==> config.mk <==
export PLATFORM = sky130hd
export DESIGN_NAME = ppm_frame_sync_and_channel_decode_unit
export DESIGN_NICKNAME = d
export VERILOG_FILES = /design/src/rtl/ppmfsd_pkg.sv /design/src/rtl/ppm_frame_sync_and_channel_decode_unit.sv
export SDC_FILE = /design/constraint.sdc
export NUM_CORES = 2
export LEC_CHECK = 0
export ABC_CLOCK_PERIOD_IN_PS = 23500
export BUFFER_PORTS_ARGS = -buffer_cell sky130_fd_sc_hd__buf_2
export CAP_MARGIN = 5
export CELL_PAD_IN_SITES_DETAIL_PLACEMENT = 1
export CELL_PAD_IN_SITES_GLOBAL_PLACEMENT = 2
export CORE_AREA = 2 2 294 296
export CTS_BUF_LIST = sky130_fd_sc_hd__clkbuf_8 sky130_fd_sc_hd__clkbuf_16
export DETAILED_ROUTE_END_ITERATION = 8
export DIE_AREA = 0 0 296 298
export PLACE_DENSITY_LB_ADDON = 0.1
export RECOVER_POWER = 25
export SETUP_SLACK_MARGIN = 0.1
export SLEW_MARGIN = 10
export SYNTH_ARGS = -nofsm -noshare
export SYNTH_HDL_FRONTEND = slang
export SYNTH_SLANG_ARGS = --single-unit
==> constraint.sdc <==
create_clock -name i_clk -period 23.5 [get_ports i_clk]
set_input_delay 2.35 -clock i_clk [delete_from_list [all_inputs] [get_ports i_clk]]
set_output_delay 2.35 -clock i_clk [all_outputs]
set_load 0.02 [all_outputs]
==> src/rtl/ppmfsd_pkg.sv <==
// Types, codes and reset values for the PPM frame sync and channel decoder
package ppmfsd_pkg;

    localparam int CAPTURE_DEPTH_DEF = 16;
    localparam int MAX_CHANNELS_DEF  = 8;

    localparam int CFG_W = 24;
    localparam int CFG_IDX_W = 3;

    typedef enum logic [1:0] {
        MODE_CAPTURE = 2'd0,
        MODE_TIMEOUT = 2'd1,
        MODE_READ    = 2'd2,
        MODE_UNUSED  = 2'd3
    } t_mode;

    typedef enum logic [1:0] {
        STAT_CHANNEL  = 2'd0,
        STAT_TIMEOUT  = 2'd1,
        STAT_NO_SYNC  = 2'd2,
        STAT_TOO_LONG = 2'd3
    } t_status;

    typedef enum logic [CFG_IDX_W-1:0] {
        CFG_SYNC_MIN   = 3'd0,
        CFG_CHAN_MAX   = 3'd1,
        CFG_CONF_MIN   = 3'd2,
        CFG_ZERO_DUTY  = 3'd3,
        CFG_DUTY_GAIN  = 3'd4,
        CFG_CHAN_COUNT = 3'd5
    } t_cfg_idx;

    typedef enum logic [2:0] {
        ST_IDLE,
        ST_SRCH,
        ST_SUPD,
        ST_EMIT,
        ST_CH_RD,
        ST_CH_DAT,
        ST_CH_MUL,
        ST_CH_OUT
    } t_state;

    localparam logic [15:0] RST_SYNC_MIN   = 16'd4000;
    localparam logic [15:0] RST_CHAN_MAX   = 16'd2500;
    localparam logic [7:0]  RST_CONF_MIN   = 8'd3;
    localparam logic [15:0] RST_ZERO_DUTY  = 16'd1060;
    localparam logic [23:0] RST_DUTY_GAIN  = 24'd5237761;
    localparam logic [3:0]  RST_CHAN_COUNT = 4'd8;

    localparam logic [16:0] DUTY_FULL = 17'd65536;

endpackage

==> src/rtl/ppm_frame_sync_and_channel_decode_unit.sv <==
// PPM frame sync and channel decoder, top level
//
// Input channel (i_in_valid / o_in_ready) takes one item per transfer:
// a capture writes the timer value into the capture memory, a timeout
// event sets the lost-signal flag, a read decodes the stored frame.
// Captures and timeout events give no result.
// A read while timed out, or without sync, gives one result. Without
// sync the read walks the memory from slot 0 up to the sync gap or
// the last slot.
// A synced read gives one result per channel, ending after a too-long
// pulse; after a seed read at the sync slot, each channel is read on the
// single memory read port, multiplied in the registered duty multiplier.
// Results sit in an output register (o_out_valid / i_out_ready); the
// decoder stops before loading a new result while the last one is
// untaken, and a capture may be taken while a result still waits.
// Reset clears the control state and the memory valid bits; the capture
// memory reads as zero until each entry has been written. No clearing pass is needed.
// Configuration writes (i_cfg_we) take effect at once; the user must write idle only, the block does not enforce it.
module ppm_frame_sync_and_channel_decode_unit
    import ppmfsd_pkg::*;
#(
    parameter int CAPTURE_DEPTH = CAPTURE_DEPTH_DEF,
    parameter int MAX_CHANNELS  = MAX_CHANNELS_DEF
) (
    input  logic                 i_clk,
    input  logic                 i_rst_n,
    input  logic                 i_in_valid,
    output logic                 o_in_ready,
    input  logic [1:0]           i_mode,
    input  logic [15:0]          i_capture_value,
    output logic                 o_out_valid,
    input  logic                 i_out_ready,
    output logic [1:0]           o_status,
    output logic [2:0]           o_channel_index,
    output logic [15:0]          o_pulse_ticks,
    output logic [16:0]          o_duty,
    output logic                 o_last,
    input  logic                 i_cfg_we,
    input  logic [CFG_IDX_W-1:0] i_cfg_index,
    input  logic [CFG_W-1:0]     i_cfg_data
);

    localparam int AW = $clog2(CAPTURE_DEPTH);
    localparam int NW = $clog2(MAX_CHANNELS + 1);
    localparam logic [AW-1:0] LAST_SLOT = AW'(CAPTURE_DEPTH - 1);
    localparam logic [AW:0]   DEPTH_CNT = (AW + 1)'(CAPTURE_DEPTH);

    function automatic logic [NW-1:0] clamp_n(input logic [3:0] cc);
        logic [NW-1:0] res;
        if (cc == 4'd0) begin
            res = NW'(1);
        end else if ({1'b0, cc} > 5'(MAX_CHANNELS)) begin
            res = NW'(MAX_CHANNELS);
        end else begin
            res = NW'(cc);
        end
        return res;
    endfunction

    function automatic logic [AW-1:0] inc_slot(input logic [AW-1:0] s);
        return (s == LAST_SLOT) ? '0 : s + AW'(1);
    endfunction

    // configuration
    logic [15:0] r_sync_min, r_chan_max, r_zero_duty;
    logic [7:0]  r_conf_min;
    logic [23:0] r_gain;
    logic [3:0]  r_chan_cnt;

    // block state
    t_state        r_state, n_state;
    logic [AW-1:0] r_wslot;
    logic          r_timeout;
    logic          r_sync_valid;
    logic [AW-1:0] r_sync_slot;
    logic          r_cand_valid;
    logic [AW-1:0] r_cand_slot;
    logic [7:0]    r_conf;
    logic [CAPTURE_DEPTH-1:0] r_mvalid;

    // capture memory
    logic [15:0]   mem [CAPTURE_DEPTH];
    logic [15:0]   r_rdata;
    logic          r_rvalid;
    logic [15:0]   rdata;

    // walk datapath
    logic [AW-1:0] r_raddr;
    logic [AW:0]   r_scnt;
    logic          r_dval;
    logic [AW-1:0] r_didx;
    logic [15:0]   r_prev;
    logic          r_found;
    logic [AW-1:0] r_fslot;
    logic          r_seed;
    logic [NW-1:0] r_ch;
    logic [NW-1:0] r_n;
    logic [15:0]   r_w;
    logic          r_err;
    logic [39:0]   r_prod;
    logic          r_pos;
    t_status       r_emit_status;

    // output register
    logic          r_out_valid;
    logic [1:0]    r_o_status;
    logic [2:0]    r_o_index;
    logic [15:0]   r_o_ticks;
    logic [16:0]   r_o_duty;
    logic          r_o_last;

    logic          in_fire, out_free, out_load, rd_en, wr_en;
    logic [15:0]   slot_w;
    logic          last_ch, same_cand;
    logic [7:0]    n_conf;
    logic [16:0]   duty_c;

    assign in_fire  = i_in_valid && o_in_ready;
    assign out_free = !r_out_valid || i_out_ready;
    assign wr_en    = in_fire && (i_mode == MODE_CAPTURE);
    assign rdata    = r_rvalid ? r_rdata : 16'd0;
    assign slot_w   = (r_didx == '0) ? rdata : rdata - r_prev;
    assign last_ch  = (NW'(r_ch + NW'(1)) == r_n);

    assign same_cand = r_found && r_cand_valid && (r_fslot == r_cand_slot);
    assign n_conf    = !same_cand ? 8'd0 : (r_conf == 8'hFF) ? r_conf : r_conf + 8'd1;
    assign duty_c    = !r_pos ? 17'd0 :
                       (r_prod[39:16] > 24'(DUTY_FULL)) ? DUTY_FULL : r_prod[32:16];

    // next state
    always_comb begin
        n_state = r_state;
        unique case (r_state)
            ST_IDLE: begin
                if (in_fire && i_mode == MODE_READ) begin
                    if (r_timeout) begin
                        n_state = ST_EMIT;
                    end else if (!r_sync_valid) begin
                        n_state = ST_SRCH;
                    end else begin
                        n_state = ST_CH_RD;
                    end
                end
            end
            ST_SRCH: begin
                if (r_dval && (slot_w > r_sync_min || r_didx == LAST_SLOT)) begin
                    n_state = ST_SUPD;
                end
            end
            ST_SUPD:   n_state = ST_EMIT;
            ST_EMIT: begin
                if (out_free) begin
                    n_state = ST_IDLE;
                end
            end
            ST_CH_RD:  n_state = ST_CH_DAT;
            ST_CH_DAT: n_state = r_seed ? ST_CH_RD : ST_CH_MUL;
            ST_CH_MUL: n_state = ST_CH_OUT;
            ST_CH_OUT: begin
                if (out_free) begin
                    n_state = (r_err || last_ch) ? ST_IDLE : ST_CH_DAT;
                end
            end
            default:   n_state = ST_IDLE;
        endcase
    end

    // control outputs
    always_comb begin
        o_in_ready = 1'b0;
        rd_en      = 1'b0;
        out_load   = 1'b0;
        unique case (r_state)
            ST_IDLE:   o_in_ready = 1'b1;
            ST_SRCH:   rd_en = (r_scnt != DEPTH_CNT);
            ST_CH_RD:  rd_en = 1'b1;
            ST_CH_MUL: rd_en = !r_err && !last_ch;
            ST_EMIT,
            ST_CH_OUT: out_load = out_free;
            default: ;
        endcase
    end

    // capture memory, one write and one registered read port
    always_ff @(posedge i_clk) begin
        if (wr_en) begin
            mem[r_wslot] <= i_capture_value;
        end
        if (rd_en) begin
            r_rdata <= mem[r_raddr];
        end
    end

    always_ff @(posedge i_clk) begin
        if (!i_rst_n) begin
            r_mvalid <= '0;
            r_rvalid <= 1'b0;
        end else begin
            if (wr_en) begin
                r_mvalid[r_wslot] <= 1'b1;
            end
            if (rd_en) begin
                r_rvalid <= r_mvalid[r_raddr];
            end
        end
    end

    // control state
    always_ff @(posedge i_clk) begin
        if (!i_rst_n) begin
            r_state      <= ST_IDLE;
            r_sync_min   <= RST_SYNC_MIN;
            r_chan_max   <= RST_CHAN_MAX;
            r_conf_min   <= RST_CONF_MIN;
            r_zero_duty  <= RST_ZERO_DUTY;
            r_gain       <= RST_DUTY_GAIN;
            r_chan_cnt   <= RST_CHAN_COUNT;
            r_wslot      <= '0;
            r_timeout    <= 1'b0;
            r_sync_valid <= 1'b0;
            r_sync_slot  <= '0;
            r_cand_valid <= 1'b0;
            r_cand_slot  <= '0;
            r_conf       <= 8'd0;
            r_out_valid  <= 1'b0;
        end else begin
            r_state <= n_state;
            if (i_cfg_we) begin
                unique case (i_cfg_index)
                    CFG_SYNC_MIN:   r_sync_min  <= i_cfg_data[15:0];
                    CFG_CHAN_MAX:   r_chan_max  <= i_cfg_data[15:0];
                    CFG_CONF_MIN:   r_conf_min  <= i_cfg_data[7:0];
                    CFG_ZERO_DUTY:  r_zero_duty <= i_cfg_data[15:0];
                    CFG_DUTY_GAIN:  r_gain      <= i_cfg_data[23:0];
                    CFG_CHAN_COUNT: r_chan_cnt  <= i_cfg_data[3:0];
                    default: ;
                endcase
            end
            if (wr_en) begin
                r_wslot <= inc_slot(r_wslot);
                if (r_wslot == LAST_SLOT) begin
                    r_timeout <= 1'b0;
                end
            end
            if (in_fire && i_mode == MODE_TIMEOUT) begin
                r_timeout <= 1'b1;
            end
            if (in_fire && i_mode == MODE_READ && r_timeout) begin
                r_sync_valid <= 1'b0;
            end
            if (r_state == ST_SUPD) begin
                r_conf       <= n_conf;
                r_cand_valid <= r_found;
                r_cand_slot  <= r_found ? r_fslot : '0;
                if (r_found && n_conf >= r_conf_min) begin
                    r_sync_valid <= 1'b1;
                    r_sync_slot  <= r_fslot;
                end
            end
            if (r_state == ST_CH_OUT && out_load && r_err) begin
                r_sync_valid <= 1'b0;
            end
            if (out_load) begin
                r_out_valid <= 1'b1;
            end else if (i_out_ready) begin
                r_out_valid <= 1'b0;
            end
        end
    end

    // walk datapath and result payload
    always_ff @(posedge i_clk) begin
        if (rd_en) begin
            r_raddr <= inc_slot(r_raddr);
            r_didx  <= r_raddr;
        end
        case (r_state)
            ST_IDLE: begin
                r_raddr       <= r_sync_valid ? r_sync_slot : '0;
                r_scnt        <= '0;
                r_dval        <= 1'b0;
                r_seed        <= 1'b1;
                r_ch          <= '0;
                r_n           <= clamp_n(r_chan_cnt);
                r_emit_status <= r_timeout ? STAT_TIMEOUT : STAT_NO_SYNC;
            end
            ST_SRCH: begin
                r_dval <= rd_en;
                if (rd_en) begin
                    r_scnt <= r_scnt + (AW + 1)'(1);
                end
                if (r_dval) begin
                    r_prev  <= rdata;
                    r_found <= slot_w > r_sync_min;
                    r_fslot <= r_didx;
                end
            end
            ST_CH_DAT: begin
                r_prev <= rdata;
                r_seed <= 1'b0;
                r_w    <= slot_w;
                r_err  <= slot_w > r_chan_max;
            end
            ST_CH_MUL: begin
                r_prod <= (r_w - r_zero_duty) * r_gain;
                r_pos  <= r_w > r_zero_duty;
            end
            ST_CH_OUT: begin
                if (out_load) begin
                    r_ch <= NW'(r_ch + NW'(1));
                end
            end
            default: ;
        endcase
        if (out_load) begin
            if (r_state == ST_EMIT) begin
                r_o_status <= r_emit_status;
                r_o_index  <= 3'd0;
                r_o_ticks  <= 16'd0;
                r_o_duty   <= 17'd0;
                r_o_last   <= 1'b1;
            end else begin
                r_o_status <= r_err ? STAT_TOO_LONG : STAT_CHANNEL;
                r_o_index  <= 3'(r_ch);
                r_o_ticks  <= r_w;
                r_o_duty   <= r_err ? 17'd0 : duty_c;
                r_o_last   <= r_err || last_ch;
            end
        end
    end

    assign o_out_valid     = r_out_valid;
    assign o_status        = r_o_status;
    assign o_channel_index = r_o_index;
    assign o_pulse_ticks   = r_o_ticks;
    assign o_duty          = r_o_duty;
    assign o_last          = r_o_last;

endmodule

== Yosys cells after proc, flatten, opt, wreduce, memory -nomap -nowiden ==
Memory sizes are Yosys's and may differ from the RTL's. A register that Yosys moved wholly into a read port is not among the register bits.
Cells that the tools add are included.
Word-level totals
  register bits after elaboration: 271
  bits in latches: 0
  bits in writable memories: 256
  memory bits (read-only): 0
  bits of input ports: 50
  output and inout bits: 41
  memories: 1
Operators by class
  add/sub/neg operators: 7
  $mul: 1
  divide/modulo/power cells: 0
  order comparisons: 9
  equality and inequality tests: 28
  shift-type cells: 0
  mux-type cells: 49
  bitwise logic cells: 3
  reductions and logical operators: 50
Memories
  mem: depth 16, width 16, read ports 1, clocked after Yosys merged registers in 1, write ports 1, line ppm_frame_sync_and_channel_decode_unit.sv:82  | logic [15:0] mem [CAPTURE_DEPTH];
Operator list (number)
  greater-than comparator 16 bit: 3
  2-to-1 mux 16 bit: 3
  multiplier 17 x 25 -> 40 bit: 1
  2-to-1 mux 4 bit: 8
  one-hot mux 16 bit (2 select lines): 1
  greater-than comparator 24 x 17 -> 1 bit (second input constant): 1
  one-hot mux 3 bit (8 select lines): 1
  AND reduction 2 bit: 12
  2-to-1 mux 3 bit: 7
  equality test 3 bit (second input constant): 6
  2-to-1 mux 17 bit: 1
  subtractor 16 x 16 -> 17 bit: 1
  2-to-1 mux 8 bit: 2
  bitwise OR 16 bit: 1
  nonzero test 2 bit: 8
  subtractor 16 bit: 1
  2-to-1 mux 1 bit: 14
  != test 2 bit (second input constant): 7
  logical AND 1 bit: 13
  adder 4 x 1 -> 4 bit (second input constant): 3
  equality test 3 x 2 -> 1 bit (second input constant): 4
  equality test 4 bit (second input constant): 3
  < comparator 4 x 5 -> 1 bit (second input constant): 2
  one-hot mux 5 bit (2 select lines): 1
  28 further kinds: 43

== Longest topological paths before layout ==
  depth after elaboration: 8
  gate-level depth with buffers: 35
  mapped depth without buffers: 33

== Worst setup path after synthesis ==
OpenSTA, ideal clock, no wires.
  path kind: reg-to-reg
  start: register r_w[0]
  end: register r_prod[34] (data pin)
  setup time: 0.262 ns
  data arrival time: 7.322 ns
  required time: 23.238 ns
  path slack: 15.915 ns
  stages on the path, launching flop included: 32
  clock period less this slack: 7.585 ns
  cells stage by stage: edfxtp_1 > inv_1 > ha_1 > fa_1 > nor2b_1 > o21ai_2 > a21boi_1 > o21ai_2 > a211oi_2 > nor2_1 > xnor2_1 > buf_2 > nand2_1 > fa_1 > inv_1 > fa_1 > fa_1 > fa_1 > fa_1 > inv_1 > fa_1 > inv_1 > ha_1 > a21o_1 > a21o_1 > a21o_1 > and2_1 > nor4_2 > o21ai_2 > a21oi_2 > o21bai_1 > xor2_1
On the way
  longest elaborated chain between the ends: 2
RTL lines
  start, declared: line ppm_frame_sync_and_channel_decode_unit.sv:98  | logic [15:0] r_w;
  start signal, assigned: line ppm_frame_sync_and_channel_decode_unit.sv:301  | r_w <= slot_w;
  subtractor 16 x 16 -> 17 bit: line ppm_frame_sync_and_channel_decode_unit.sv:305  | r_prod <= (r_w - r_zero_duty) * r_gain;
  multiplier 17 x 25 -> 40 bit: line ppm_frame_sync_and_channel_decode_unit.sv:305
  end signal, assigned: line ppm_frame_sync_and_channel_decode_unit.sv:305
  end, declared: line ppm_frame_sync_and_channel_decode_unit.sv:100  | logic [39:0] r_prod;
Every way passes these cells.
A chain may end at the register's enable or synchronous reset.

== Worst setup path after layout ==
  start: register r_w[13]
  end: register r_prod[39] (data pin)
The elaborated chain is that of the path after synthesis.

==> impl_results.md <==
- Critical path class: reg2reg
- Cell Area, Synth: 0.0380 mm²
- Reg2Reg Setup Slack: 14.11 ns
- MaxCap Viol Count: 5
- Hold depth: 2
- DRT iter0 DRCs: 1,519
- Post-layout net count: 4,258
- Worst-path clk slew: 0.06 ns
- Mean routed wirelength per cell: 22.4 µm
- Most frequent CP cell: fa_1
- Hold Fails Final Rpt: 0
- RSZ-0062 raised after global routing: false
- Max-slew headroom: -4.23
- CP arrival: 9.75 ns
- Wirelength, routed: 109,000 µm
- Synth-to-layout area growth: 9.57%
- Root buffer cell: clkbuf_16
- Synth top area cells: edfxtp_1, fa_1, ha_1
- H-tree depth: 2
- Tot GR Track Use: 0.254
- Routed vias: 26,900
- Later-pin clock latency in the skew report: 0.65 ns
- Register area: 0.0145 mm²
- # setup viols final: 0
- Share of cells above drive strength 1: 0.0993
- DP HPWL: 77,000 µm
- Dpl ws: 14.21 ns
- Worst Reg-to-Reg Cells: 28
- Via density: 5.52
- Vias in the first global route: 29,900
- Postcts setup bufs: 0
- Worst min-delay path class: reg2reg
- Critical Path RT: 23.86 ns
- Initial antenna violation count: 3
- Clock Path Buffers: 3
- Worst-margin pin slew: 7.84 ns
- CP Max Fanout: 54
- Synthesized flop and latch total: 527
- Post-cts sizing count: 0
- Chip height: 298 µm
- Largest vdd supply drop: 0.125 mV
- Starting Density: 0.447
- Syn Area/Cell: 10.4 µm²
- Slowest CP cell: clkinv_1
- Failing checks: capacitance limit, slew limit
- Top-count cell post-synth: nand2_1
- Gate count of the mapped netlist: 3,668
- Syn Nets: 4,256
- Sequential cell area fraction in the yosys report: 0.383
- Routability Congestion: 0.837
- Total negative setup slack: 0 ns
- Pwr/cell area: 90.8 mW/mm²
- Post-synth top area cell: edfxtp_1
- Netlist cell types: 81
- Port Buffers: 90
- Hold buffers post-CTS: 0
- Core area: 0.0849 mm²
- Detailed Routing Iterations Pass 1: 6
- Commonest cells post-synth: nand2_1, inv_1, edfxtp_1
- Post-route ant nets: 0
- Final worst path period need: 9.39 ns
- Post-synth top flop: edfxtp_1
- Multi-input gate area: 0.0208 mm²
- CTS tree: built
- CTS Sinks: 527
- Share of the synthesized area in the top cell type: 0.315
- Worst path max stage delay: 1.01 ns
- Slew Viols, Final: 234
- Leakage: 17.1 nW
- Cts bufs inserted: 55
- Largest net degree at the start of global routing: 105
- Die Wd: 296 µm
- Fillers: 9,332
- Status: finished with violations
- Clock skew: 0.0509 ns
- Fmax: 0.106 GHz
- Ports: 91
- Ys Warns: 0
- Post-synth EDFFs: 399
- Async S/R FF share, synth: 0
- Final Cycle Share: 0.400
- Site Rows: 107
- First-pass GRT wire length: 173,000 µm
- Grt ovf: 0
- Setup ws final: 14.11 ns
- Setup crit start kind: flop
- Die ar.: 0.0882 mm²
- Worst setup EP type: flop
- DRC errors left: 0
[power by group]
part	switching, mW	internal (mW)	leakage (nW)
Clock	0.386	0.525	0.966
Combinational	1.04	0.719	11.4
Sequential	0.00755	1.10	4.74
Total	1.43	2.35	17.1
[flip-flops by register name, indices dropped and copies added (netlist names), 5 cells and up]
register / count
o_duty: 17
r_prod: 24
r_sync_min: 16
r_prev: 16
r_zero_duty: 16
r_mvalid: 16
r_w: 16
o_pulse_ticks: 16
r_scnt: 5
r_rdata: 16
mem: 256
r_gain: 24
r_chan_max: 16
r_conf: 8
r_conf_min: 8
[critical path: cells and delay by family (launching register included)]
family | cells | cell delay, ns
adders and majority gates | 8 | 3.78
buffers and inverters | 6 | 1.99
and+or+nand+nor | 7 | 1.66
AOI/OAI and AO/OA | 6 | 1.18
DFF | 1 | 0.41
xor gates and xnor gates | 1 | 0.09
[kinds of logic (layout without fill, tap and decap cells)]
logic type               Yosys count  in the layout  share of synthesized area
AO/OA/AOI/OAI                    475            475                     0.0876
buffers and inverters            727            776                     0.0734
adder cells (fa/ha/maj)          538            538                      0.242
other                              0              2                          0
XOR/XNOR                          61             61                     0.0145
multiplexers                     114            114                     0.0426
flip-flops                       527            527                      0.383
AND/OR/NAND/NOR                 1226           1226                      0.156
[area by class of cell]
cell class | count | share of cell area
clock buffers | 56 | 0.0334
clock inverters | 48 | 0.0127
well taps | 1144 | 0.0344
diodes | 2 | 0.000120
flip-flops and latches | 527 | 0.349
repair buffers | 168 | 0.0241
inverters | 504 | 0.0455
multi-input cells | 2414 | 0.500
[metal layers]
metal,vias up,wire (µm),global-route usage
met5,-,13,0
met2,385,56700,0.461
met4,2,3340,0.0732
met3,151,2720,0.0228
li1,12300,-,-
met1,14000,46100,0.320
[cell usage in the layout, fill, tap and decap left out, types with 25 or more instances in the layout]
| cell | n |
|---|---|
| inv_1 | 509 |
| nand2_1 | 504 |
| edfxtp_1 | 399 |
| fa_1 | 330 |
| ha_1 | 206 |
| nor2_1 | 150 |
| dfxtp_1 | 128 |
| and2_1 | 108 |
| o21ai_0 | 101 |
| nand3_1 | 82 |
| buf_2 | 75 |
| buf_4 | 74 |
| nor2b_1 | 70 |
| nor3_1 | 69 |
| a21boi_0 | 67 |
| mux2i_1 | 65 |
| a21oi_1 | 59 |
| clkbuf_16 | 55 |
| nand4_1 | 51 |
| xnor2_1 | 37 |
| nand2b_1 | 37 |
| mux4_2 | 37 |
| and3_1 | 36 |
| o21a_1 | 30 |
| o311ai_0 | 29 |
| and3b_1 | 25 |
[stage by stage]
step	power, mW	utilization	instance area (µm²)	instances	hold slack (ns)
6_report	3.78	0.490	41600	4863	0.466
2_1_floorplan	2.37	-	38000	3668	0.424
3_5_place_dp	2.89	0.468	39700	4757	0.454
5_1_grt	4.11	0.490	41600	4863	0.487
3_3_place_gp	2.84	0.468	39700	4757	0.441
4_1_cts	3.83	0.491	41700	4861	0.468
[worst paths after layout]
kind / endpoint / from
hold reg to reg: r_sync_min[3] / r_sync_min[3]
hold / removal: r_sync_min[3] / r_sync_min[3]
setup reg to reg: r_prod[39] / r_w[13]
setup / recovery: r_prod[39] / r_w[13]
No activity file was read; power rests on OpenSTA's default activity.
